## src/hdl/assert_macros.svh

```systemverilog
// Assertion macros, included by the top level triangle_face_normal.
`ifndef ASSERT_MACROS_SVH
`define ASSERT_MACROS_SVH
`ifndef SYNTH
`define TFN_ASSERT(lbl, clk, rst_n, prop) \
    lbl: assert property (@(posedge clk) disable iff (!rst_n) prop) else $error("%m failed");
`define TFN_ASSERT_ALWAYS(lbl, clk, prop) \
    lbl: assert property (@(posedge clk) prop) else $error("%m failed");
`else
`define TFN_ASSERT(lbl, clk, rst_n, prop)
`define TFN_ASSERT_ALWAYS(lbl, clk, prop)
`endif
`endif

```

## src/hdl/tfn_pkg.sv

```systemverilog
// Shared constants and types of the triangle face normal pipeline.
`default_nettype none
package tfn_pkg;
    localparam int COORD_WIDTH      = 16;
    localparam int NORMAL_FRAC_BITS = 14;
    localparam int EDGE_W      = COORD_WIDTH + 1;
    localparam int PROD_W      = 2 * EDGE_W;
    localparam int CROSS_W     = PROD_W + 1;
    localparam int MAG_W       = PROD_W;
    localparam int M_W         = 31;
    localparam int SQ_W        = 2 * M_W;
    localparam int SUM_W       = 64;
    localparam int ROOT_W      = 33;
    localparam int REM_W       = 48;
    localparam int DVS_W       = ROOT_W + 1;
    localparam int Q_W         = NORMAL_FRAC_BITS + 1;
    localparam int OUT_W       = 16;
    localparam int SH_W        = 6;
    localparam int BIT_W       = 4;
    localparam int NORM_STAGES = 6;
    localparam int SQRT_STAGES = 32;

    typedef logic [8:0][COORD_WIDTH-1:0] vtx_t;

    typedef struct packed {
        logic [2:0][MAG_W-1:0] mag;
        logic [2:0]            neg;
        logic                  degen;
    } nrm_t;

    typedef struct packed {
        logic [2:0][M_W-1:0] m;
        logic [2:0]          neg;
        logic                degen;
    } pay_t;

    typedef struct packed {
        logic [SUM_W-1:0] x;
        logic [SUM_W-1:0] res;
        pay_t             pay;
    } sq_t;

    typedef struct packed {
        logic [2:0][REM_W-1:0] rem;
        logic [2:0][Q_W-1:0]   q;
        logic [DVS_W-1:0]      dvs;
        logic [2:0]            neg;
        logic                  degen;
    } dv_t;
endpackage
`default_nettype wire

```

## src/hdl/tfn_div_cell.sv

```systemverilog
// One divide cell: resolves one quotient bit for all three components.
`default_nettype none
module tfn_div_cell (
    input  wire logic                      aclk,
    input  wire logic                      aresetn,
    input  wire logic                      adv,
    input  wire logic                      in_valid,
    input  wire logic [tfn_pkg::BIT_W-1:0] bit_idx,
    input  wire tfn_pkg::dv_t              in_data,
    output logic                           out_valid,
    output tfn_pkg::dv_t                   out_data
);
    logic [tfn_pkg::REM_W-1:0] sub;
    tfn_pkg::dv_t              data_reg, data_next;
    logic                      vld_reg;

    // Compare each remainder against the shifted divisor
    always_comb begin
        sub       = tfn_pkg::REM_W'(in_data.dvs) << bit_idx;
        data_next = in_data;
        for (int i = 0; i < 3; i++) begin
            if (in_data.rem[i] >= sub) begin
                data_next.rem[i] = in_data.rem[i] - sub;
                data_next.q[i]   = {in_data.q[i][tfn_pkg::Q_W-2:0], 1'b1};
            end else begin
                data_next.q[i]   = {in_data.q[i][tfn_pkg::Q_W-2:0], 1'b0};
            end
        end
    end

    always_ff @(posedge aclk) begin
        if (!aresetn) begin
            vld_reg <= 1'b0;
        end else if (adv) begin
            vld_reg <= in_valid;
        end
    end

    always_ff @(posedge aclk) begin
        if (adv) begin
            data_reg <= data_next;
        end
    end

    assign out_valid = vld_reg;
    assign out_data  = data_reg;
endmodule
`default_nettype wire
```

## config.mk

```make
export PLATFORM = sky130hd
export DESIGN_NAME = tfn_div_cell
export DESIGN_NICKNAME = d
export VERILOG_FILES = /design/src/hdl/assert_macros.svh /design/src/hdl/tfn_pkg.sv /design/src/hdl/tfn_div_cell.sv
export SDC_FILE = /design/constraint.sdc
export NUM_CORES = 1
export LEC_CHECK = 0
export BUFFER_PORTS_ARGS = -buffer_cell sky130_fd_sc_hd__buf_4
export CORE_ASPECT_RATIO = 0.6
export CORE_MARGIN = 4
export CORE_UTILIZATION = 59
export CTS_CLUSTER_DIAMETER = 40
export DETAILED_ROUTE_END_ITERATION = 8
export PLACE_DENSITY = 0.84
export SYNTH_ARGS = -nofsm -noshare
export SYNTH_HDL_FRONTEND = slang
export SYNTH_SLANG_ARGS = --single-unit
```

## constraint.sdc

```tcl
create_clock -name aclk -period 14.4 [get_ports aclk]
set_input_delay 1.44 -clock aclk [delete_from_list [all_inputs] [get_ports aclk]]
set_output_delay 1.44 -clock aclk [all_outputs]
set_load 0.03 [all_outputs]
```

[Word-level counts from Yosys, hierarchy flattened]
Cells that the tools add are included.
Operators by class
  add/sub/neg operators: 3
  multiply operators: 0
  div/mod/pow operators: 0
  $lt $le $gt $ge: 3
  equality and inequality tests: 0
  shifts and indexed selects: 1
  multiplexer cells: 6
  bitwise logic cells: 0
  reduce and logical (&&, ||, !) cells: 0
Operators with widths (number)
  $ge 48x48->1: 3
  $mux 48: 3
  $sub 48x48->48: 3
  $shl 34x4->48: 1
  $mux 1: 3
Word-level totals
  register bits after elaboration: 228
  latch bits: 0
  bits in writable memories: 0
  bits in read-only memories: 0
  input bits: 235
  output and inout bits: 228
  memories: 0

[Depth between registers and ports, before layout]
  depth after elaboration: 3
  gate-level depth with buffers: 23
  gate-level depth less buffers: 18

[Worst setup path before layout]
No wires, ideal clock.
  path type: input-to-reg
  start: input port bit_idx[0] in the netlist's numbering
  end: register data_reg (netlist bit out_data[219]) (data pin)
  setup time: 0.262 ns
  arrival: 5.656 ns
  required time: 14.138 ns
  slack: 8.482 ns
  stages: 19
  path buffers: 5
  cells stage by stage: clkbuf_1 -> buf_1 -> clkbuf_1 -> nor3b_1 -> and2_1 -> ha_1 -> fa_1 -> and2b_1 -> o2111ai_2 -> a32oi_2 -> a31oi_2 -> o31ai_4 -> a21oi_2 -> a21oi_1 -> nor2_1 -> o31ai_4 -> buf_4 -> buf_6 -> mux2_1
RTL lines
  start: declaration: line tfn_div_cell.sv:8  | input wire logic [tfn_pkg::BIT_W-1:0] bit_idx,
  end signal: assignment: line tfn_div_cell.sv:41  | data_reg <= data_next;
  end: declaration: line tfn_div_cell.sv:14  | tfn_pkg::dv_t data_reg, data_next;

==> flow_metrics.py <==
metrics = {
    "run_status": {
        "status": "complete, no violations",
    },
    "floorplanning": {
        "ios": 463,
        "die_h_um": 144,
        "die_area_um2": 34000,
        "fp.dieW_um": 235,
        "initial_core_util_pct": 60.5,
        "core_um2": 30200,
        "num_rows": 49,
    },
    "global_routing": {
        "grt_max_degree": 148,
        "grt_pass1_wl_um": 96200,
        "grt_pass1_vias": 16316,
        "overflow": 0,
        "grt_usage_pct": 36.4,
        "antenna_found_initial": 6,
    },
    "sta": {
        "hold_viol_final": 0,
        "fin_ws_ps": 7310,
        "fin_crit_sh_pct": 49.3,
        "fin_hold_ws_ps": 550,
        "slew_headroom_pct": 21.4,
        "setup_viol": 0,
        "max_freq_mhz": 141,
        "rsz0062_at_grt": "false",
        "skew_ps": 0,
        "worst_pin_slew_ps": 1170,
        "fin_crit_ps": 7090,
        "finalMaxSlewViolations": 0,
        "finalSetupTns_ps": 0,
    },
    "placed_design": {
        "dp_cells": 2708,
        "gp_congestion": 1.02,
        "portBuffers": 459,
        "dp_slack_ps": 7030,
        "placed_area_um2": 22000,
        "place.detailed.hpwl_um": 51500,
    },
    "detailed_routing": {
        "vias_per_cell": 6.47,
        "dr.pass1.iters": 6,
        "drtIter0Drc": 2388,
        "vias": 17913,
        "totalWireLength_um": 65900,
        "ant_nets": 0,
        "wl_per_cell_um": 23.8,
        "drcViolationCount": 0,
    },
    "critical_path": {
        "reg2reg_from": "out_valid",
        "crit_start": "bit_idx[0]",
        "crit_fanout": 57,
        "startpoint_type": "input port",
        "arrival_ps": 7410,
        "required_ps": 14710,
        "worst-setup-path-type": "in2reg",
        "endpoint_kind": "flop",
    },
    "cts": {
        "cts_setup_buffers": 0,
        "insertion_delay_ps": 560,
        "cts_tree": "done",
        "clkTransAtPathRegs_ps": 60,
        "cts_root_buf": "clkbuf_16",
        "clk_path_buf_depth": 3,
        "cts_sinks": 228,
        "htreeDepth": 1,
        "cts-resized-gates": 0,
        "ctsHoldBuffers": 0,
        "cts_buffers": 30,
    },
    "logic_synthesis": {
        "synth_edf_count": 227,
        "synthCells": 1927,
        "yosys_warnings": 0,
        "yosysSeqAreaShare_pct": 37.4,
        "yosysUniqueCellTypes": 85,
        "syn_avg_cell_area_um2": 9.48,
        "synthesis.nets": 2312,
        "syn_area_um2": 18300,
        "ys.flop_type": "edfxtp_1",
        "synthArstFlopShare_pct": 0,
        "synth-seq-cells": 228,
    },
    "min_path": {
        "min_from": "out_valid",
        "min_path_type": "reg2reg",
    },
    "layout": {
        "final_util_pct": 75.9,
        "syn_to_final_growth_pct": 25.6,
        "nets": 2717,
        "fin_area_um2": 22900,
        "num-fill-cells": 2073,
        "fin_cells": 2769,
        "drive_above_1_share_pct": 26.7,
    },
    "pwr": {
        "leakage_nw": 9.96,
        "report.power.total_mw": 2.96,
        "ir_drop_mv": 0.126,
        "power_density_nw_per_um2": 129,
    },
    "job": {
        "cap_violations": 0,
    },
}
Yosys cell counts (all sizes together) (35+ instances only):
library cell / number / area [um2]
xnor2: 66 / 578
nor2: 134 / 503
a21o: 91 / 683
nand3: 36 / 180
o21ai: 166 / 835
edfxtp: 227 / 6820
mux2: 60 / 676
nand4: 35 / 219
a21oi: 192 / 968
ha: 147 / 1840
xor2: 61 / 534
nand2: 216 / 813
mux2i: 42 / 420
clkbuf: 76 / 285
inv: 49 / 184
cell usage in the layout (no fill, tap or decap), drive strengths merged, types with 19 or more instances in the layout:
cell type,instances
nand3,36
xor2,61
o21ai,166
nor3,29
nor2,134
ha,147
inv,59
nand2,216
nor2b,20
mux2i,42
mux2,60
a31oi,19
xnor2,66
nand4,35
a21oi,192
clkbuf,34
a21o,91
edfxtp,227
buf,478
kinds of logic after synthesis:
logic type      count (synthesis)  synth area share, %
compound gates                614                 21.4
simple gates                  533                 13.1
flops                         228                 37.4
buf+inv                       155                 3.40
fa+ha+maj                     150                 10.4
xor+xnor                      127                 6.09
mux                           120                 8.21
state kept, by name (all words and copies together) (netlist names):
name / cells
out_data: 227
out_valid: 1
worst paths after layout:
path	end	slack [ps]	cells after the start
setup / recovery	out_data[118]	7310	13
hold / removal	out_valid	550	2
setup reg to reg	out_valid	13750	2
hold reg to reg	out_valid	550	2
worst max-delay path, stage by stage:
cell,delay [ps]
buf_4,480
mux4_2,610
mux2_2,290
o21ai_0,900
ha_1,520
a21oi_1,180
o21ai_0,140
o41ai_1,560
a31oi_1,340
o22ai_4,690
buf_4,550
inv_1,300
mux2_2,350
final cells by class:
class | instances | area, um2 | area share [%]
timing repair buffer | 478 | 3600 | 15.7
antenna | 5 | 12.5 | 0.0545
clock buffer | 34 | 787 | 3.43
sequential | 228 | 6840 | 29.8
tap | 408 | 510 | 2.22
inverter | 50 | 188 | 0.818
multi-input combinational | 1544 | 10800 | 47.2
clock inverter | 22 | 191 | 0.834
per-layer routing:
layer / share of wire, % / wire length (um) / track usage, % / up-vias
li1: - / - / - / 8041
met3: 14 / 9040 / 11.4 / 153
met5: 0.012 / 8 / 0 / -
met1: 41 / 26800 / 51.7 / 8458
met4: 2.7 / 1790 / 8.58 / 2
met2: 43 / 28300 / 55.2 / 1259
where the power goes:
part / leakage [nW] / switching (mW) / internal (mW)
clock: 0.473 / 0.330 / 0.407
sequential: 2.23 / 0.0411 / 0.867
combinational: 7.26 / 0.818 / 0.499
(Power assumes the default switching activity.)
