File: config.mk
export PLATFORM = sky130hd
export DESIGN_NAME = tfn_sqrt_cell
export DESIGN_NICKNAME = d
export VERILOG_FILES = /design/src/hdl/assert_macros.svh /design/src/hdl/tfn_pkg.sv /design/src/hdl/tfn_sqrt_cell.sv
export SDC_FILE = /design/constraint.sdc
export NUM_CORES = 1
export LEC_CHECK = 0
export ABC_AREA = 1
export BUFFER_PORTS_ARGS = -buffer_cell sky130_fd_sc_hd__buf_4
export CAP_MARGIN = 30
export CORE_MARGIN = 10
export CORE_UTILIZATION = 42
export CTS_CLUSTER_SIZE = 30
export DETAILED_ROUTE_END_ITERATION = 10
export GPL_ROUTABILITY_DRIVEN = 0
export PLACE_DENSITY = 0.65
export SLEW_MARGIN = 15
export SYNTH_ARGS = -nofsm -noshare
export SYNTH_HDL_FRONTEND = slang
export SYNTH_SLANG_ARGS = --single-unit
export TNS_END_PERCENT = 1
File: constraint.sdc
create_clock -name aclk -period 4 [get_ports aclk]
set_input_delay 0 -clock aclk [delete_from_list [all_inputs] [get_ports aclk]]
set_output_delay 0 -clock aclk [all_outputs]
set_load 0.1 [all_outputs]
File: src/hdl/assert_macros.svh
// Assertion macros, included by the top level triangle_face_normal.
`ifndef ASSERT_MACROS_SVH
`define ASSERT_MACROS_SVH
`ifndef SYNTH
`define TFN_ASSERT(lbl, clk, rst_n, prop) \
    lbl: assert property (@(posedge clk) disable iff (!rst_n) prop) else $error("%m failed");
`define TFN_ASSERT_ALWAYS(lbl, clk, prop) \
    lbl: assert property (@(posedge clk) prop) else $error("%m failed");
`else
`define TFN_ASSERT(lbl, clk, rst_n, prop)
`define TFN_ASSERT_ALWAYS(lbl, clk, prop)
`endif
`endif

File: src/hdl/tfn_pkg.sv
// Shared constants and types of the triangle face normal pipeline.
`default_nettype none
package tfn_pkg;
    localparam int COORD_WIDTH      = 16;
    localparam int NORMAL_FRAC_BITS = 14;
    localparam int EDGE_W      = COORD_WIDTH + 1;
    localparam int PROD_W      = 2 * EDGE_W;
    localparam int CROSS_W     = PROD_W + 1;
    localparam int MAG_W       = PROD_W;
    localparam int M_W         = 31;
    localparam int SQ_W        = 2 * M_W;
    localparam int SUM_W       = 64;
    localparam int ROOT_W      = 33;
    localparam int REM_W       = 48;
    localparam int DVS_W       = ROOT_W + 1;
    localparam int Q_W         = NORMAL_FRAC_BITS + 1;
    localparam int OUT_W       = 16;
    localparam int SH_W        = 6;
    localparam int BIT_W       = 4;
    localparam int NORM_STAGES = 6;
    localparam int SQRT_STAGES = 32;

    typedef logic [8:0][COORD_WIDTH-1:0] vtx_t;

    typedef struct packed {
        logic [2:0][MAG_W-1:0] mag;
        logic [2:0]            neg;
        logic                  degen;
    } nrm_t;

    typedef struct packed {
        logic [2:0][M_W-1:0] m;
        logic [2:0]          neg;
        logic                degen;
    } pay_t;

    typedef struct packed {
        logic [SUM_W-1:0] x;
        logic [SUM_W-1:0] res;
        pay_t             pay;
    } sq_t;

    typedef struct packed {
        logic [2:0][REM_W-1:0] rem;
        logic [2:0][Q_W-1:0]   q;
        logic [DVS_W-1:0]      dvs;
        logic [2:0]            neg;
        logic                  degen;
    } dv_t;
endpackage
`default_nettype wire

File: src/hdl/tfn_sqrt_cell.sv
// One square root cell: resolves one result bit of the integer square root.
`default_nettype none
module tfn_sqrt_cell (
    input  wire logic                      aclk,
    input  wire logic                      aresetn,
    input  wire logic                      adv,
    input  wire logic                      in_valid,
    input  wire logic [tfn_pkg::SUM_W-1:0] one,
    input  wire tfn_pkg::sq_t              in_data,
    output logic                           out_valid,
    output tfn_pkg::sq_t                   out_data
);
    logic [tfn_pkg::SUM_W-1:0] trial;
    tfn_pkg::sq_t              data_reg, data_next;
    logic                      vld_reg;

    // Subtract the trial value when it fits
    always_comb begin
        trial     = in_data.res + one;
        data_next = in_data;
        if (in_data.x >= trial) begin
            data_next.x   = in_data.x - trial;
            data_next.res = (in_data.res >> 1) + one;
        end else begin
            data_next.res = in_data.res >> 1;
        end
    end

    always_ff @(posedge aclk) begin
        if (!aresetn) begin
            vld_reg <= 1'b0;
        end else if (adv) begin
            vld_reg <= in_valid;
        end
    end

    always_ff @(posedge aclk) begin
        if (adv) begin
            data_reg <= data_next;
        end
    end

    assign out_valid = vld_reg;
    assign out_data  = data_reg;
endmodule
`default_nettype wire

Yosys cells after proc, flatten, opt, wreduce, memory -nomap -nowiden

Cells that the tools add are included.

Add/subtract/negate cells: 3
Magnitude comparators: 1
Muxes and demuxes: 2

Operators by type and width:

| kind                                      | count |
|---|---|
| 63-bit by 64-bit adder with 64-bit output | 1 |
| 64-bit adder                              | 1 |
| 64-bit greater-or-equal comparator        | 1 |
| 64-bit two-way mux                        | 1 |
| 64-bit subtractor                         | 1 |
| 63-bit two-way mux                        | 1 |

Bits in registers: 226
Output and inout port bits: 226

Logic depth before layout (Yosys ltp)

Gate-level depths: netlist (run 1).

Depth in word-level cells: 3
Mapped depth: 31
Mapped depth without buffers: 30

Least setup slack after synthesis (run 1)

OpenSTA, ideal clock, no wires.

Kind: input to register
Start point: input port one[0] in the netlist's numbering
End point: register data_reg (netlist bit out_data[154]), data pin
Setup time: 0.253 ns
Arrival: 3.184 ns
Path slack: 0.563 ns
Stages: 28
Buffers on the path: 2
Cell sequence: ha_1 > inv_1 > fa_1 > inv_1 > nand3_1 > nand2_1 > nand2_1 > nand2_1 > nand2_1 > nand2_1 > nand3b_1 > nand3_1 > nand2_1 > nand3b_1 > nand2_1 > ha_1 > nand2_2 > inv_1 > nand2_1 > nand2_1 > a21oi_1 > nand2_1 > a21oi_4 > nand3_2 > buf_8 > buf_8 > nand3_1 > nand2_1

RTL lines:

| item                   | line                | RTL |
|---|---|---|
| start: declaration     | tfn_sqrt_cell.sv:8  | `input wire logic [tfn_pkg::SUM_W-1:0] one,` |
| end signal: assignment | tfn_sqrt_cell.sv:39 | `data_reg <= data_next;` |
| end: declaration       | tfn_sqrt_cell.sv:14 | `tfn_pkg::sq_t data_reg, data_next;` |

==> impl_summary.log, run 1 <==
[metrics] half-perimeter wire length after detailed placement: 90800 microns
[metrics] initial DRC count: 2195
[metrics] number of enable-type register cells in the synthesized netlist: 225
[metrics] Die Width: 266 microns
[metrics] critical path launch point: in_data[130]
[metrics] most frequent standard cell in the layout excluding fill and tap cells: nand2_1
[metrics] number of violations of the max-capacitance limit: 0
[metrics] Global Route Usage Sum: 29.5%
[metrics] number of H-tree levels: 1
[metrics] register clock-pin slew on the reported worst setup and hold paths: 60 ps
[metrics] synth-to-layout area growth: 37.8%
[metrics] Site Rows: 90
[metrics] logic depth of the worst register-to-register path: 3
[metrics] global-route congestion overflow total: 0
[metrics] initial antenna violation count: 5
[metrics] Total Die Area: 0.0709 sq mm
[metrics] top-level I/O count: 519
[metrics] crit end category: register
[metrics] Clock Power Share: 17.1%
[metrics] total number of nets in the final design: 5606
[metrics] final hold violations: 0
[metrics] proportion of layout cells with a drive suffix above 1: 17.2%
[metrics] router iterations before antenna repair: 8
[metrics] Bufs on Longest Clock Path: 3
[metrics] power per unit of standard cell area: 425 mW/mm^2
[metrics] Die Y: 266 microns
[metrics] Yosys warning count: 0
[metrics] root buf cell: clkbuf_16
[metrics] final worst-path cycle share: 96.7%
[metrics] most used flip-flop cell after synthesis: edfxtp_1
[metrics] effective utilization at floorplan: 42.3%
[metrics] number of CTS-inserted buffers: 28
[metrics] synthesized area per cell: 6.04 sq um
[metrics] worst max-slew margin expressed relative to the limit: 40.2%
[metrics] total power consumption of the routed design: 0.0149 W
[metrics] Core Region: 0.0602 sq mm
[metrics] Worst path top cell family by delay: compound AO/OA/AOI/OAI gates
[metrics] net count after synthesis: 4707
[metrics] final setup violation count: 0
[metrics] number of instances in the synthesized netlist: 4221
[metrics] slew of the pin with the lowest slew margin: 897 ps
[metrics] Total Routed Length: 109000 microns
[metrics] DP Area: 0.0313 sq mm
[metrics] post-route minimum period: 3870 ps
[metrics] sinks on the clock net: 226
[metrics] status: finished, final reports clean
[metrics] Yosys reg bits: 226
[metrics] cell count of the worst hold path: 5
[metrics] Netlist Area Pre-Place: 0.0255 sq mm
[metrics] maximum fanout along the worst path: 12
[metrics] portion of total power attributed to combinational logic: 61.1%
[metrics] detail-routed net length per standard cell: 18.5 microns
[metrics] design internal power: 0.00727 W
[metrics] fraction of power consumed by sequential logic: 21.7%
[metrics] Max stage delay on crit path: 540 ps
[metrics] CP endpoint: out_data[224]$_DFFE_PP_
[metrics] kind of critical path: input port to register
[metrics] number of distinct library cells after synthesis: 44
[metrics] highest clock frequency the design can meet: 259 MHz
[metrics] Design Area, Final: 0.0351 sq mm
[metrics] worst setup skew after layout: 0 ps
[metrics] Arr. time, crit path: 4200 ps
[metrics] sequential fraction of the synthesis area: 26.6%
[metrics] clock latency at the later pin of the worst-skew pair: 570 ps
[metrics] number of stages on the worst setup path: 27
[metrics] total number of vias: 29672
[metrics] maximum number of pins on one net before global-route repair: 117
[metrics] Reg2Reg Setup Slack: 2770 ps
[metrics] Net Switching: 0.00767 W
[metrics] Bufs and invs on worst path: 6
[metrics] worst voltage drop across the vdd grid: 344 uV
[metrics] setup repair after global routing missed its margin: yes
[metrics] r2r endpoint: out_valid$_SDFFE_PN0P_
[metrics] Hold/Removal Path Class: input port to register
[metrics] share of flip-flops with an asynchronous set or reset after synthesis: 0%
[metrics] switch share: 51.3%
[metrics] DR vias/cell: 5.01
[metrics] sort of element at the start of the critical path: input port
[metrics] worst endpoint required time: 4330 ps
[metrics] source of the worst register-to-register timing path: out_valid$_SDFFE_PN0P_
[metrics] critical-path cell with the highest stage delay: dlygate4sd3_1
[metrics] commonest cells after routing, fill and taps aside: 1636 x nand2_1, 901 x inv_1, 662 x buf_4
[metrics] remaining antenna violation count after routing: 0
[metrics] vias in the first global route: 28503
[metrics] DRC violation count after routing: 0
[metrics] clock tree from TritonCTS: built
[metrics] first-pass GRT wire length: 162000 microns
[metrics] I/O Buffers: 518
[metrics] dominant cell type by count on the critical path: nand2_1
[metrics] number of max-slew violations in the final report: 0
[metrics] leakage power: 19.0 nW
==> registers in the layout, indices dropped and copies added, names as in the netlist <==
register   cells
out_data     225
out_valid      1
==> power by group through the flow <==
stage / combinational [W] / sequential [W] / clock, W
5_1_grt: 0.00977 / 0.00327 / 0.00270
3_5_place_dp: 0.00864 / 0.00328 / 0
3_3_place_gp: 0.00859 / 0.00327 / 0
2_1_floorplan: 0.00342 / 0.00595 / 0
6_report: 0.00913 / 0.00324 / 0.00256
4_1_cts: 0.00885 / 0.00324 / 0.00261
==> synth_stat cells (all sizes together), types with 9 or more instances <==
library cell  instances  share of area, %
a21oi               172               3.4
inv                 904                13
xnor2                32               1.1
nand3b               23              0.68
clkbuf               12              0.18
nand2              1657                24
nand3               209               4.2
nor4                 10              0.29
nand4                87               2.1
xor2                 65               2.2
o21bai                9              0.27
nor3                 38              0.81
nor2                386               5.7
buf                  24               1.0
edfxtp              225                27
ha                  190               9.3
o21ai               151               3.4
==> cell type report <==
class | count | area, sq um
fill | 5931 | 25100
multi-input combinational | 3055 | 15500
timing repair buffer | 905 | 7560
sequential | 226 | 6780
inverter | 904 | 3390
tap | 782 | 978
clock buffer | 35 | 727
clock inverter | 15 | 176
antenna | 5 | 12.5
==> kinds of logic after synthesis <==
logic type | share of synthesized area, %
buf+inv | 14.5
flops | 26.6
fa+ha+maj | 9.56
xor+xnor | 3.33
compound gates | 7.33
simple gates | 38.7
==> what timing repair did <==
| action | in CTS | in global routing |
|---|---|---|
| endpoints found under the setup margin | 0 | 128 |
| hold buffers | 229 | 0 |
| gates resized for setup | 0 | 140 |
| setup buffers | 0 | 9 |
| endpoints found under the hold margin | 261 | 0 |
==> worst min-delay path by stage <==
stage	from	to	slack [ps]
after CTS	one[4]	out_data[101]$_DFFE_PP_	2
after global routing	one[23]	out_data[120]$_DFFE_PP_	60
final	one[4]	out_data[101]$_DFFE_PP_	40
after floorplan	adv	out_valid$_SDFFE_PN0P_	90
after detailed placement	in_data[19]	out_data[19]$_DFFE_PP_	180
after global placement	in_data[90]	out_data[90]$_DFFE_PP_	180
==> worst reg2reg max path: stages, from the launching register on <==
cell	delay [ps]
dfxtp_1	310
o21ai_0	150
a21oi_1	60
dlygate4sd3_1	590
==> routing by layer <==
metal / global-route usage, % / vias to the layer above / share of wire, %
met3: 4.53 / 263 / 8.0
met4: 13.4 / 0 / 5.0
met1: 35.2 / 13325 / 39
met5: 0 / - / 0
li1: - / 14895 / -
met2: 51.5 / 1189 / 48
==> stage by stage <==
stage | TNS [ps] | instances | util, % | setup slack (ps) | hold WS [ps]
final | 0 | 5927 | 58.3 | 133 | 36.6
after CTS | 0 | 5910 | 57.2 | 34.1 | 1.79
after floorplan | 0 | 4221 | - | 563 | 93.5
after global routing | -1160 | 5927 | 58.3 | -67.9 | 59.5
after detailed placement | -74.8 | 5631 | 51.9 | -46.7 | 179
after global placement | 0 | 5631 | 51.9 | 9.24 | 178
(Power assumes the default switching activity.)
==> run 2: changes to the inputs <==
ABC_AREA = not set   (was 1)
PLACE_DENSITY = 0.67   (was 0.65)
==> run 2 against run 1 <==
  * Sequential share of layout area up 2.2 points
  * Critical path depth down 4
  * Synthesized area down 24%
  * Clock skew unchanged
  * Final area down 10%
  * Highest routed layer is now met5
  * Largest power group unchanged
  * Clock power up 2%
  * Via count down 26%
  * Clock-buffer cell count down 3
  * Register-to-register slack better by 80 ps
  * The run now ends with setup timing left
==> impl_summary.log, run 2 <==
[metrics] number of CTS-inserted buffers: 28 (unchanged)
[metrics] net count after synthesis: 2638 (-44%)
[metrics] number of instances in the synthesized netlist: 2152 (-49%)
[metrics] Yosys warning count: 0 (unchanged)
[metrics] Site Rows: 78 (-13%)
[metrics] clock tree from TritonCTS: built
[metrics] xor and xnor fraction of the mapped netlist area: 8.08% (+4.7 points)
[metrics] number of enable-type register cells in the synthesized netlist: 225 (unchanged)
[metrics] sinks on the clock net: 226 (unchanged)
[metrics] Yosys reg bits: 226 (unchanged)
[metrics] post-placement setup slack: -1480 ps (-1430 ps)
[metrics] final hold violations: 0 (unchanged)
[metrics] synth-to-layout area growth: 63.6%
[metrics] kind of critical path: input port to register
[metrics] worst max-slew margin expressed relative to the limit: 59.3% (+19 points)
[metrics] total number of nets in the final design: 3856 (-31%)
[metrics] effective utilization at floorplan: 42.5% (+0.23 points)
[metrics] share of flip-flops with an asynchronous set or reset after synthesis: 0% (unchanged)
[metrics] maximum fanout along the worst path: 4 (-8)
[metrics] vias in the first global route: 22086 (-23%)
[metrics] highest clock frequency the design can meet: 216 MHz (-17%)
[metrics] Total Die Area: 0.0549 sq mm (-23%)
[metrics] DRC violation count after routing: 0 (unchanged)
[metrics] final worst-path cycle share: 116% (+19 points)
[metrics] worst voltage drop across the vdd grid: 375 uV (+9.0%)
[metrics] number of H-tree levels: 1 (unchanged)
[metrics] I/O Buffers: 518 (unchanged)
[metrics] crit end category: register
[metrics] most numerous cell types in the synthesized netlist: 252 x nand2_1, 225 x edfxtp_1, 211 x a21oi_1
[metrics] simple logic cell fraction of the synthesized area: 14.2% (-25 points)
[metrics] router iterations before antenna repair: 6 (-2)
[metrics] status: finished, violations left
[metrics] leakage power: 14.6 nW (-23%)
[metrics] number of violations of the max-capacitance limit: 0 (unchanged)
[metrics] setup repair after global routing missed its margin: yes
[metrics] DR vias/cell: 5.49 (+9.7%)
[metrics] placed cell count: 3698 (-34%)
[metrics] cell with the most instances after synthesis: nand2_1
[metrics] Global Route Usage Sum: 28.3% (-1.2 points)
[metrics] final setup violation count: 128 (+128)
[metrics] fraction of the mapped netlist area in adder cells: 12.6% (+3.1 points)
[metrics] dominant combinational cell family by area after synthesis: compound AO/OA/AOI/OAI gates
[metrics] Total Routed Length: 82600 microns (-25%)
[metrics] root buf cell: clkbuf_16
[metrics] register clock-pin slew on the reported worst setup and hold paths: 60 ps (about the same)
[metrics] Yosys top cell area share: 35.0% (+8.5 points)
[metrics] post-synthesis cell type with the largest combined area: edfxtp_1
[metrics] initial antenna violation count: 12 (+7)
[metrics] failing checks: setup timing
[metrics] Bufs on Longest Clock Path: 3 (unchanged)
[metrics] most frequent standard cell in the layout excluding fill and tap cells: buf_4
[metrics] minimum setup slack in the final design: -636 ps (-769 ps)
[metrics] first-pass GRT wire length: 124000 microns (-24%)
[metrics] worst endpoint required time: 4320 ps (about the same)
[metrics] top-level I/O count: 519 (unchanged)
[metrics] initial DRC count: 1712 (-22%)
[metrics] synthesized area per cell: 8.97 sq um (+49%)
[metrics] detail-routed net length per standard cell: 20.6 microns (+12%)
[metrics] compound-cell area share of the yosys netlist: 26.0% (+19 points)
[metrics] sort of element at the start of the critical path: input port
[metrics] number of distinct library cells after synthesis: 79 (+80%)
[metrics] largest cells by area after synthesis: edfxtp_1 35%, ha_1 12%, a21oi_1 5.5%, o21ai_0 5.4%, a21o_1 5.0%
[metrics] global-route congestion overflow total: 0 (unchanged)
[metrics] proportion of layout cells with a drive suffix above 1: 36.6% (+19 points)
[metrics] commonest cells after routing, fill and taps aside: 1054 x buf_4, 248 x nand2_1, 230 x dlygate4sd3_1
[metrics] most used flip-flop cell after synthesis: edfxtp_1
[metrics] final instance count without filler cells: 4001 (-32%)
[metrics] Arr. time, crit path: 4960 ps (+760 ps)
[metrics] clock latency at the later pin of the worst-skew pair: 570 ps (about the same)
[metrics] total number of vias: 21974 (-26%)
[metrics] post-route minimum period: 4640 ps (+769 ps)
[metrics] Design Area, Final: 0.0316 sq mm (-10%)
[metrics] remaining antenna violation count after routing: 0 (unchanged)
[metrics] sequential fraction of the synthesis area: 35.1% (+8.5 points)
[metrics] Die Width: 234 microns (-12%)
[metrics] total power consumption of the routed design: 0.0159 W (+6.4%)
[metrics] DP Area: 0.0276 sq mm (-12%)
[metrics] maximum number of pins on one net before global-route repair: 80 (-32%)
[metrics] worst setup skew after layout: 0 ps (unchanged)
[metrics] number of flip-flops in the largest register: 225 (unchanged)
[metrics] power per unit of standard cell area: 503 mW/mm^2 (+18%)
[metrics] Core Region: 0.0454 sq mm (-25%)
[metrics] Die Y: 234 microns (-12%)
[metrics] slew of the pin with the lowest slew margin: 610 ps (-287 ps)
[metrics] number of max-slew violations in the final report: 0 (unchanged)
[metrics] Netlist Area Pre-Place: 0.0193 sq mm (-24%)
[metrics] Hold/Removal Path Class: input port to register
[metrics] multiplexer share of the synthesized area: 0.402% (+0.40 points)
[metrics] half-perimeter wire length after detailed placement: 64100 microns (-29%)
[run 2: metrics by stage]
| stage | utilization, % | hold slack [ps] | setup TNS, ps |
|---|---|---|---|
| after floorplan | - | 98.9 | -72360 |
| after global routing | 69.6 | 105 | -78980 |
| final | 69.6 | 68.0 | -57910 |
| after CTS | 68.8 | 29.2 | -38690 |
| after detailed placement | 60.9 | 179 | -167790 |
| after global placement | 60.9 | 179 | -145950 |
[run 2: worst max-delay path: stages]
cell and delay (ps):
buf_4 150, ha_4 260, a211oi_4 270, nor2_2 90
o31a_1 370, o211ai_1 340, a211oi_2 160, o211ai_1 340
a31oi_2 170, buf_4 170, xnor2_1 260, ha_1 310
buf_4 150, a21oi_1 120, nor2b_1 50, o21ai_0 230
o311ai_2 170, buf_4 170, o21ba_2 220, a221o_1 400
a221oi_2 300, xor2_1 170, o21ai_0 80
[run 2: path summary, 6_finish.rpt]
| check | from | end | slack (ps) | cells past startpoint |
|---|---|---|---|---|
| max | one[1] | out_data[223]$_DFFE_PP_ | -640 | 23 |
| min reg2reg | out_valid$_SDFFE_PN0P_ | out_valid$_SDFFE_PN0P_ | 1070 | 3 |
| min | one[61] | out_data[158]$_DFFE_PP_ | 70 | 4 |
| max reg2reg | out_valid$_SDFFE_PN0P_ | out_valid$_SDFFE_PN0P_ | 2850 | 3 |
[run 2: cells by family after synthesis]
group / after synthesis
AO/OA/AOI/OAI: 797
flip-flops: 226
buffers and inverters: 166
multiplexers: 7
XOR/XNOR: 178
AND/OR/NAND/NOR: 585
adder cells (fa/ha/maj): 193
[run 2: routing by layer]
metal  GRT usage, %  routed length (microns)
met1           35.7                    34000
met2           47.2                    38500
met3           4.98                     6410
met4           12.0                     3600
met5              0                       41
[run 2: layout make-up]
cell class	instances	area, sq um
diodes	9	22.5
clock buffers	32	737
clock inverters	20	195
fillers	3405	13800
inverters	54	203
multi-input cells	1760	12400
flip-flops and latches	226	6780
well taps	600	751
repair buffers	1300	10500
[run 2: timing repair]
action | in CTS | in global routing
endpoints found under the hold margin | 302 | 0
hold buffers | 230 | 0
gates cloned | 0 | 1
endpoints found under the setup margin | 128 | 128
pin swaps | 43 | 44
buffers inserted | 5 | 6
gates resized for setup | 97 | 42
[run 2: report_power, final]
part	total (W)	internal [W]	switching, W
Combinational	0.00989	0.00351	0.00638
Clock	0.00262	0.00152	0.00110
Sequential	0.00338	0.00320	0.000179
Total	0.0159	0.00823	0.00766
