===== src/hdl/assert_macros.svh =====
// Assertion macros, included by the top level triangle_face_normal.
`ifndef ASSERT_MACROS_SVH
`define ASSERT_MACROS_SVH
`ifndef SYNTH
`define TFN_ASSERT(lbl, clk, rst_n, prop) \
    lbl: assert property (@(posedge clk) disable iff (!rst_n) prop) else $error("%m failed");
`define TFN_ASSERT_ALWAYS(lbl, clk, prop) \
    lbl: assert property (@(posedge clk) prop) else $error("%m failed");
`else
`define TFN_ASSERT(lbl, clk, rst_n, prop)
`define TFN_ASSERT_ALWAYS(lbl, clk, prop)
`endif
`endif


===== src/hdl/tfn_pkg.sv =====
// Shared constants and types of the triangle face normal pipeline.
`default_nettype none
package tfn_pkg;
    localparam int COORD_WIDTH      = 16;
    localparam int NORMAL_FRAC_BITS = 14;
    localparam int EDGE_W      = COORD_WIDTH + 1;
    localparam int PROD_W      = 2 * EDGE_W;
    localparam int CROSS_W     = PROD_W + 1;
    localparam int MAG_W       = PROD_W;
    localparam int M_W         = 31;
    localparam int SQ_W        = 2 * M_W;
    localparam int SUM_W       = 64;
    localparam int ROOT_W      = 33;
    localparam int REM_W       = 48;
    localparam int DVS_W       = ROOT_W + 1;
    localparam int Q_W         = NORMAL_FRAC_BITS + 1;
    localparam int OUT_W       = 16;
    localparam int SH_W        = 6;
    localparam int BIT_W       = 4;
    localparam int NORM_STAGES = 6;
    localparam int SQRT_STAGES = 32;

    typedef logic [8:0][COORD_WIDTH-1:0] vtx_t;

    typedef struct packed {
        logic [2:0][MAG_W-1:0] mag;
        logic [2:0]            neg;
        logic                  degen;
    } nrm_t;

    typedef struct packed {
        logic [2:0][M_W-1:0] m;
        logic [2:0]          neg;
        logic                degen;
    } pay_t;

    typedef struct packed {
        logic [SUM_W-1:0] x;
        logic [SUM_W-1:0] res;
        pay_t             pay;
    } sq_t;

    typedef struct packed {
        logic [2:0][REM_W-1:0] rem;
        logic [2:0][Q_W-1:0]   q;
        logic [DVS_W-1:0]      dvs;
        logic [2:0]            neg;
        logic                  degen;
    } dv_t;
endpackage
`default_nettype wire


===== src/hdl/tfn_norm_cell.sv =====
// One normalize cell: shifts all three magnitudes left when the top bits are clear.
`default_nettype none
module tfn_norm_cell (
    input  wire logic                     aclk,
    input  wire logic                     aresetn,
    input  wire logic                     adv,
    input  wire logic                     in_valid,
    input  wire logic [tfn_pkg::SH_W-1:0] shift,
    input  wire tfn_pkg::nrm_t            in_data,
    output logic                          out_valid,
    output tfn_pkg::nrm_t                 out_data
);
    logic [tfn_pkg::MAG_W-1:0] any_bits;
    logic [tfn_pkg::MAG_W-1:0] top_bits;
    logic                      take;
    tfn_pkg::nrm_t             data_reg, data_next;
    logic                      vld_reg;

    // Shift when the top shift bits of every magnitude are zero
    always_comb begin
        any_bits  = in_data.mag[0] | in_data.mag[1] | in_data.mag[2];
        top_bits  = any_bits >> (tfn_pkg::MAG_W - int'(shift));
        take      = (top_bits == '0);
        data_next = in_data;
        if (take) begin
            for (int i = 0; i < 3; i++) begin
                data_next.mag[i] = in_data.mag[i] << shift;
            end
        end
    end

    always_ff @(posedge aclk) begin
        if (!aresetn) begin
            vld_reg <= 1'b0;
        end else if (adv) begin
            vld_reg <= in_valid;
        end
    end

    always_ff @(posedge aclk) begin
        if (adv) begin
            data_reg <= data_next;
        end
    end

    assign out_valid = vld_reg;
    assign out_data  = data_reg;
endmodule
`default_nettype wire


===== config.mk =====
export PLATFORM = sky130hd
export DESIGN_NAME = tfn_norm_cell
export DESIGN_NICKNAME = d
export VERILOG_FILES = /design/src/hdl/assert_macros.svh /design/src/hdl/tfn_pkg.sv /design/src/hdl/tfn_norm_cell.sv
export SDC_FILE = /design/constraint.sdc
export NUM_CORES = 1
export LEC_CHECK = 0
export BUFFER_PORTS_ARGS = -buffer_cell sky130_fd_sc_hd__buf_2
export CELL_PAD_IN_SITES_DETAIL_PLACEMENT = 0
export CELL_PAD_IN_SITES_GLOBAL_PLACEMENT = 2
export CORE_MARGIN = 5
export CORE_UTILIZATION = 38
export DETAILED_ROUTE_END_ITERATION = 7
export PLACE_DENSITY = 0.88
export SLEW_MARGIN = 20
export SYNTH_ARGS = -nofsm -noshare
export SYNTH_HDL_FRONTEND = slang
export SYNTH_SLANG_ARGS = --single-unit

===== constraint.sdc =====
create_clock -name aclk -period 4.35 [get_ports aclk]
set_input_delay 0 -clock aclk [delete_from_list [all_inputs] [get_ports aclk]]
set_output_delay 0 -clock aclk [all_outputs]
set_load 0.005 [all_outputs]

Yosys cells after proc, flatten, opt, wreduce, memory -nomap -nowiden. Index checks and enable logic that the tools add are counted.

Output and inout port bits: 107. Register bits after elaboration: 107. Input bits: 116.

Shifts and indexed selects: 4. Bitwise logic cells: 2. Reductions and logical operators: 1. Add/subtract/negate cells: 1. Muxes and demuxes: 1.

Operators with widths (count): $mux W102 (1); $shl A34 B6 Y34 (3); $or A34 B34 Y34 (2); $logic_not A34 Y1 (1); $shr A34 B32 Y34 (1); $sub A6 B6 Y7 const A (1).

Depth between registers and ports, before layout. Gate-level depths: netlist of the first run.

Word-level depth: 5. Gate-level depth with buffers: 15. Gate-level depth less buffers: 9.

Least setup slack after synthesis of the first run. Ideal clock, no wire load.

Path type: input to register. Start point: in shift[0] (netlist name). End point: reg data_reg, in the netlist out_data[103] (data pin). Buffers on the path: 5. Stages: 12. Path slack: 1469 ps. Arrival time: 2619 ps. Setup time: 262 ps. Cell sequence: ha_1 > buf_2 > inv_1 > clkbuf_1 > clkbuf_1 > a21oi_1 > o41ai_1 > nand3_1 > a31oi_1 > buf_4 > buf_6 > mux2_1.

RTL lines: from (decl) (line tfn_norm_cell.sv:8) `input wire logic [tfn_pkg::SH_W-1:0] shift,`; to (signal assigned) (line tfn_norm_cell.sv:42) `data_reg <= data_next;`; to (decl) (line tfn_norm_cell.sv:16) `tfn_pkg::nrm_t data_reg, data_next;`.

==> out/results.tsv, run 1 <==
metric	value	unit
status	completed	
RSZ-0062 raised after global routing	no	
via count	11500	
Post-Route WL	49.7	mm
Total GRT Usage	28.1	%
skew final	0	ps
GR Overflow Total	0	
sequential-to-total area share from yosys stat	27.8	%
clock share of power	24.0	%
Post-synth EDFFs	106	
met3 usage in global routing	3.89	%
Slew HR	21.3	%
Die Area	0.0339	mm2
CTS tree	done	
internal power	2.28	mW
GRT Max-Usage Layer	met2	
main combinational cell family by area after synthesis	multiplexers	
Num CTS Buffers	9	
Critical Path RT	4480	ps
first-pass GRT wire length	71.8	mm
slowest CP cell	dlygate4sd3_1	
antenna violations before repair	0	
initial core utilization	38.7	%
syn avg cell area	9.32	um2
cell mode on critical path	a211oi_1	
1st-pass router iterations	5	
nets@finish	1529	
Final min period	3480	ps
post-route setup TNS	0	ps
sequential group share of total power	35.8	%
WS Path Type	in -> reg	
CP max stage delay	540	ps
num rows	63	
reg2reg setup slack	3180	ps
post-synthesis compound-gate area fraction	15.2	%
Yosys reg bits	107	
DRC Markers	0	
CTS clk-pin slew, worst paths	80	ps
IO Pins	223	
VDD IR max	0.205	mV
postcts setup bufs	0	
crit-path cells	dlygate4sd3_1 -> buf_2 -> nor3_1 -> a211oi_1 -> a211oi_1 -> o22ai_1 -> nor4_1 -> o2111ai_1 -> a31oi_4 -> buf_12 -> mux2_1	
ratio of final minimum period to clock period	80.1	%
HP Class	in -> reg	
Via-to-Cell Ratio	6.39	
Async SR Flop Fraction	0	%
dominant synthesized flop cell	edfxtp_1	
fill count	3002	
pin count of the biggest net entering global routing	96	
Synth Warn #	0	
met2 usage in global routing	47.6	%
CP Launch Type	input port	
synth unique cells	69	
switching pwr	1.40	mW
syn_nets	1354	
top cells by area, synth	edfxtp_1 28%, mux2i_1 13%, mux4_2 11%	
Combinational Power Share	40.2	%
WP data arrival	3610	ps
Max Cap Violations	0	
Post-Synth Simple-Gate Area	15.3	%
Net Sw Frac	38.0	%
WL per Instance	27.5	um
worst skew pair latency	370	ps
clock buffer depth	2	
final hold violations	0	
post-synth top area share	27.6	%
H-tree levels	3	
Antenna Cells	0	
routability cong.	0.965	
Worst Path Max Fanout	60	
CTS Sinks	107	
share of post-route cells with drive strength above 1	27.7	%
placed wire-length estimate	37.3	mm
PortBufs	222	
Post-Synth Adder-Cell Area	0.109	%
Die Y	184	um
Max Freq	287	MHz
Die Wd	184	um
Post-Synth XOR/XNOR Area	0.510	%
Post-Syn Instances	1237	
ANT nets after route	0	
Pleak	5.39	nW
vias in the first global route	11400	
cell taking the most area after synthesis	edfxtp_1	
Core Footprint	0.0298	mm2
mux cell area share after synthesis	35.0	%
Pwr per Cell Area	275	mW/mm2
GR Layer Usage met1	36.4	%
setup violators final	0	
max-slew violation count	0	
hold_ws	9.44	ps
Worst-Margin Slew	1180	ps
mapped cell area	0.0115	mm2
DRT iter0 DRCs	1147	
Layout area overhead	16.1	%
Clock Root Buffer	clkbuf_16	
crit path capture type	flip-flop	
==> path summary, 6_finish.rpt <==
kind,from,to,cells after the start
hold reg to reg,out_valid,out_valid,3
setup reg to reg,out_valid,out_valid,3
hold / removal,in_data[63],out_data[63],2
setup / recovery,in_data[29],out_data[94],11
==> cells in the mapped netlist, types with 6 or more instances <==
master	n
o211ai_1	14
nand2b_1	7
o31ai_1	9
nor2_1	101
clkbuf_1	47
nor3_1	38
buf_4	6
nor4_1	28
buf_6	8
mux2_2	45
nor2b_1	7
a211o_1	8
inv_1	40
edfxtp_1	106
a22o_1	7
o22ai_1	22
mux2i_1	146
nand3_1	11
mux2_1	72
mux4_2	56
a21oi_1	68
buf_1	17
nor4b_1	11
nand2_1	161
a211oi_1	36
o21ai_0	47
buf_2	29
==> worst max-delay path, delay by kind of cell <==
family                 cells  cell delay [ps]
AOI/OAI and AO/OA          5             1310
muxes                      1              380
and+or+nand+nor            2              810
buffers and inverters      3             1030
==> cell type report <==
| type | instances | area (um2) | area share, % |
|---|---|---|---|
| inverter | 41 | 155 | 1.16 |
| tap | 390 | 488 | 3.64 |
| sequential | 107 | 3200 | 23.9 |
| multi-input combinational | 981 | 7650 | 57.2 |
| timing repair buffer | 272 | 1600 | 11.9 |
| clock buffer | 9 | 225 | 1.68 |
| clock inverter | 7 | 65.1 | 0.486 |
==> kinds of logic after synthesis <==
group,count (synthesis)
buf+inv,149
simple gates,388
compound gates,268
flops,107
fa+ha+maj,1
xor+xnor,5
mux,319
==> registers in the layout, summed over array words and instances (netlist names) <==
register / cells
out_valid: 1
out_data: 106
==> repair_timing <==
action,CTS,global route
resized for setup,0,0
endpoints found under the hold margin,7,1
hold buffers,8,1
==> placed cells by master (no fill, tap or decap), types with 4 or more instances in the layout <==
cell,count
nand2b_1,7
a211oi_1,36
nand4_1,5
buf_2,219
mux2_1,72
mux4_2,56
nand3_1,11
a211o_1,8
nor2_1,101
a2111oi_0,4
o21ai_1,5
nor4_1,28
buf_12,6
nor2b_1,7
mux2i_1,146
nand2_1,161
edfxtp_1,106
or2_2,4
dlygate4sd3_1,9
o221ai_1,5
a22o_1,7
o21ai_0,47
nor3_1,38
o22ai_1,22
o31ai_1,9
inv_1,39
mux2_2,45
o211ai_1,14
nor4b_1,11
and2_1,5
o21a_1,5
buf_4,36
a21oi_1,68
clkbuf_16,9
==> routing by layer <==
layer	up-vias	share of wire, %
li1	5091	-
met1	5697	39
met2	636	49
met3	114	7.8
met4	0	4.4
met5	-	0
==> power by group through the flow <==
| stage | clock, mW | sequential [mW] | combinational (mW) |
|---|---|---|---|
| detailed placement | 0 | 1.34 | 1.44 |
| global route | 0.925 | 1.33 | 1.57 |
| finish | 0.884 | 1.32 | 1.48 |
| floorplan | 0 | 1.35 | 0.858 |
| global placement | 0 | 1.34 | 1.45 |
| CTS | 0.891 | 1.32 | 1.46 |
==> stage by stage <==
step / setup slack [ps] / std cells / power (mW) / util, % / instance area (um2)
global placement: 626 / 1782 / 2.79 / 43.7 / 13000
floorplan: 1470 / 1237 / 2.21 / - / 11500
finish: 866 / 1807 / 3.68 / 44.9 / 13400
detailed placement: 605 / 1782 / 2.79 / 43.7 / 13000
CTS: 912 / 1806 / 3.67 / 44.9 / 13400
global route: 660 / 1807 / 3.82 / 44.9 / 13400
No activity file was read; power rests on OpenSTA's default activity.
==> run 2: changes to the inputs <==
--- a/config.mk
+++ b/config.mk
@@ -9,9 +9,9 @@
 export CELL_PAD_IN_SITES_DETAIL_PLACEMENT = 0
 export CELL_PAD_IN_SITES_GLOBAL_PLACEMENT = 2
 export CORE_MARGIN = 5
-export CORE_UTILIZATION = 38
+export CORE_UTILIZATION = 35
 export DETAILED_ROUTE_END_ITERATION = 7
-export PLACE_DENSITY = 0.88
+export PLACE_DENSITY = 0.82
 export SLEW_MARGIN = 20
 export SYNTH_ARGS = -nofsm -noshare
 export SYNTH_HDL_FRONTEND = slang
==> constraint.sdc (replaced) <==
create_clock -name aclk -period 3.44 [get_ports aclk]
set_input_delay 0 -clock aclk [delete_from_list [all_inputs] [get_ports aclk]]
set_output_delay 0 -clock aclk [all_outputs]
set_load 0.005 [all_outputs]
==> run 2 against run 1 <==
Sequential share of layout area is 0.98 points lower; first-iteration DRC count is 3.8% lower; die area is 8.1% higher; critical path depth is 1 higher; final cell count is 6.1% higher; sequential power is 26% higher; routed wire length is 4.3% higher; power is 30% higher; global-route usage is 0.89 points lower; via count is 1.0% higher; core utilization is 2.0 points lower; non-clock buffer count is 58 higher; critical path type unchanged; critical endpoint is now out_data[87]; highest routed layer unchanged.
==> out/results.tsv, run 2 (same netlist as run 1, synthesis figures left out) <==
metric	value	unit
status	completed	
routability cong.	0.926	
Final min period	3150	ps
antenna violations before repair	0	
share of post-route cells with drive strength above 1	30.6	%
placed wire-length estimate	40.5	mm
num rows	66	
Slew HR	33.8	%
hold_ws	18.1	ps
CTS Sinks	107	
WS Path Type	in -> reg	
Core Footprint	0.0325	mm2
VDD IR max	0.249	mV
WL per Instance	27.0	um
Max Freq	318	MHz
Pwr per Cell Area	343	mW/mm2
Clock Root Buffer	clkbuf_16	
H-tree levels	3	
HP Class	in -> reg	
commonest non-fill, non-tap cell in the layout	buf_2	
CP startpoint	in_data[35]	
DRC Markers	0	
Hold Startpoint	in_data[71]	
PortBufs	222	
max-slew violation count	0	
final hold violations	0	
Placed Cells incl. Taps	1892	
CTS tree	done	
GR Layer Usage met1	35.0	%
IO Pins	223	
first-pass GRT wire length	74.5	mm
GR Overflow Total	0	
fin area	0.0140	mm2
Die Y	192	um
crit path capture type	flip-flop	
clock buffer depth	2	
1st-pass router iterations	5	
Layout area overhead	21.1	%
Max Cap Violations	0	
via count	11700	
RSZ-0062 raised after global routing	no	
Final WS setup	291	ps
initial core utilization	35.4	%
Critical Path RT	3560	ps
post-route setup TNS	0	ps
worst skew pair latency	370	ps
ratio of final minimum period to clock period	91.6	%
Total GRT Usage	27.2	%
met3 usage in global routing	2.89	%
skew final	0	ps
dpl ws	57.9	ps
slowest CP cell	dlygate4sd3_1	
pin count of the biggest net entering global routing	94	
DRT iter0 DRCs	1103	
Via-to-Cell Ratio	6.08	
placed inst area	0.0136	mm2
CP max stage delay	530	ps
nets@finish	1587	
Final Non-Filler Cells	1918	
Die Wd	192	um
ANT nets after route	0	
setup violators final	0	
Num CTS Buffers	9	
Worst Path Max Fanout	36	
cts repair resizes	0	
vias in the first global route	11500	
Post-Route WL	51.8	mm
CTS clk-pin slew, worst paths	80	ps
number of flip-flops in the largest register	106	
CP Launch Type	input port	
crit-path cells	dlygate4sd3_1 -> buf_2 -> nor3_1 -> buf_4 -> o21ai_1 -> a211o_1 -> a22o_1 -> o41ai_1 -> nand3_1 -> a31oi_4 -> buf_12 -> mux2_1	
most frequent cells in the layout	219 x buf_2, 161 x nand2_1, 146 x mux2i_1	
Worst R2R Start	out_valid	
met2 usage in global routing	47.5	%
Pleak	5.70	nW
Die Area	0.0367	mm2
GRT Max-Usage Layer	met2	
WP data arrival	3270	ps
Worst-Margin Slew	994	ps
run 2: cell types whose count changed in the layout (fill, tap and decap cells not counted), sizes merged:
cell,delta
buf,+58
inv,-3
bufinv,+1
clkbuf,+1
clkinv,+1
diode,+1
run 2: what timing repair did:
| item | 4_1_cts | 5_1_grt |
|---|---|---|
| hold buffers | 9 | 0 |
| buffers inserted | 0 | 0 |
| hold endpoints to repair | 8 | 0 |
run 2: power by group:
part           leakage, nW  total [mW]  internal (mW)  switching, mW
Sequential            1.04        1.66           1.62         0.0401
Clock                0.153        1.15          0.594          0.560
Combinational         4.51        1.98          0.818           1.16
Total                 5.70        4.79           3.03           1.76
run 2: worst max-delay path, delay by kind of cell:
kind | cells | cell delay, ps
simple gates | 2 | 350
mux | 1 | 370
compound gates | 5 | 1370
buf+inv | 4 | 1130
run 2: area by class of cell:
class / instances / area, um2
diodes: 1 / 2.50
clock buffers: 10 / 239
inverters: 41 / 155
fillers: 3327 / 18600
repair buffers: 330 / 2080
flip-flops and latches: 107 / 3200
well taps: 442 / 553
clock inverters: 6 / 70.1
multi-input cells: 981 / 7660
run 2: layer usage:
metal / wire length (um) / part of all wire (%)
met5: 0 / 0
met4: 1950 / 3.8
met3: 3790 / 7.3
met2: 25600 / 49
met1: 20500 / 40
run 2: through the flow:
stage | util (%) | power (mW)
after floorplan | - | 2.79
after global placement | 41.7 | 3.63
after detailed placement | 41.7 | 3.64
after CTS | 42.9 | 4.80
after global routing | 42.9 | 4.99
final | 42.9 | 4.79
run 2: worst paths after layout:
kind	to	slack [ps]	cells past startpoint
setup / recovery	out_data[87]	290	12
setup reg to reg	out_valid	2290	3
hold reg to reg	out_valid	1080	3
hold / removal	out_data[71]	20	2
==> run 3: changes to the inputs <==
--- a/config.mk
+++ b/config.mk
@@ -12,6 +12,7 @@
 export CORE_UTILIZATION = 35
 export DETAILED_ROUTE_END_ITERATION = 7
 export PLACE_DENSITY = 0.82
+export REMOVE_ABC_BUFFERS = 1
 export SLEW_MARGIN = 20
 export SYNTH_ARGS = -nofsm -noshare
 export SYNTH_HDL_FRONTEND = slang
==> run 3 against run 2 <==
Hold slack lost 6.5 ps; global-route usage fell by 0.53 points; sequential share of layout area up 0.11 points; routed wire length shrank 3.8%; clock-buffer cell count did not move; die area is the same; combinational power down 2%; first-iteration DRC count increased by 15%; sequential cell count unchanged; power decreased by 3.2%; clock power shrank 10%; final cell count fell by 0.21%.
==> out/results.tsv, run 3 (same netlist as run 1, synthesis figures left out) <==
metric	value	unit
CTS tree	done	
Pwr per Cell Area	334	mW/mm2
Clock Root Buffer	clkbuf_16	
Antenna Cells	0	
antenna violations before repair	0	
Final min period	3130	ps
max-slew violation count	0	
most frequent cells in the layout	219 x buf_2, 161 x nand2_1, 146 x mux2i_1	
CTS clk-pin slew, worst paths	80	ps
Worst Path Max Fanout	32	
nets@finish	1584	
Die Area	0.0367	mm2
share of post-route cells with drive strength above 1	30.4	%
skew final	0	ps
routability cong.	0.939	
ratio of final minimum period to clock period	91.1	%
HP Class	in -> reg	
DRT iter0 DRCs	1269	
first-pass GRT wire length	73.1	mm
vias in the first global route	11100	
Die Y	192	um
crit path capture type	flip-flop	
VDD IR max	0.238	mV
commonest non-fill, non-tap cell in the layout	buf_2	
CP Launch Type	input port	
Max Freq	319	MHz
post-route setup TNS	0	ps
placed wire-length estimate	37.7	mm
Layout area overhead	20.5	%
multi-input logic area	0.00766	mm2
Max Cap Violations	0	
DRC Markers	0	
via count	11400	
clock buffer depth	2	
Num CTS Buffers	9	
WS Path Type	in -> reg	
CTS Sinks	107	
RSZ-0062 raised after global routing	no	
Slew HR	37.2	%
PortBufs	222	
GR Overflow Total	0	
number of flip-flops in the largest register	106	
setup violators final	0	
pin count of the biggest net entering global routing	136	
Worst-Margin Slew	941	ps
Sequential cell area	0.00320	mm2
Final WS setup	306	ps
status	completed	
num rows	66	
WP data arrival	3250	ps
dpl ws	-14.7	ps
Critical Path RT	3560	ps
initial core utilization	35.4	%
H-tree levels	3	
WL per Instance	26.1	um
Die Wd	192	um
IO Pins	223	
worst skew pair latency	370	ps
Total GRT Usage	26.7	%
Core Footprint	0.0325	mm2
fill count	3324	
cts repair resizes	0	
Pleak	5.66	nW
postcts setup bufs	0	
1st-pass router iterations	8	
final hold violations	0	
Post-Route WL	49.9	mm
ANT nets after route	0	
Via-to-Cell Ratio	5.98	
run 3: final timing paths:
kind	endpoint	slack (ps)	cells past startpoint	startpoint
worst max-delay path	out_data[99]	310	12	in_data[37]
worst min register to register	out_valid	1050	3	out_valid
worst max register to register	out_valid	2300	3	out_valid
worst min-delay path	out_data[19]	10	2	in_data[19]
run 3: power by group:
part	switching [mW]	internal (mW)
Sequential	0.0428	1.62
Combinational	1.12	0.820
Clock	0.538	0.493
run 3: cell type report:
cell class | instances | area share [%]
multi-input cells | 981 | 55.1
flip-flops and latches | 107 | 23.0
inverters | 41 | 1.12
clock inverters | 6 | 0.297
repair buffers | 327 | 14.8
well taps | 442 | 3.98
clock buffers | 10 | 1.65
run 3: stage by stage:
stage / std cells / hold WS [ps] / total power, mW / cell area [um2] / utilization [%]
finish: 1914 / 11.7 / 4.64 / 13900 / 42.7
global route: 1914 / 7.11 / 4.88 / 13900 / 42.7
CTS: 1914 / 1.10 / 4.64 / 13900 / 42.7
detailed placement: 1890 / 182 / 3.60 / 13500 / 41.6
global placement: 1890 / 179 / 3.60 / 13500 / 41.6
floorplan: 1129 / 98.9 / 2.69 / 11000 / -
run 3: what timing repair did:
action | in CTS | in global routing
hold buffers | 8 | 0
hold endpoints to repair | 7 | 0
endpoints found under the setup margin | 0 | 0
run 3: routing by layer:
metal | vias to the layer above | GRT usage, % | share of wire [%]
met5 | - | 0 | 0
met4 | 0 | 9.03 | 3.2
met3 | 75 | 4.44 | 7.6
met2 | 539 | 43.3 | 47
met1 | 5627 | 36.3 | 43
li1 | 5202 | - | -
run 3: critical path, stage by stage:
cell and delay [ps]:
dlygate4sd3_1 530, buf_2 150, nor3_1 180, buf_4 160
o21a_1 220, o211ai_1 140, a22o_1 210, o41ai_1 470
nand3_1 190, a31oi_4 350, buf_12 260, mux2_1 360
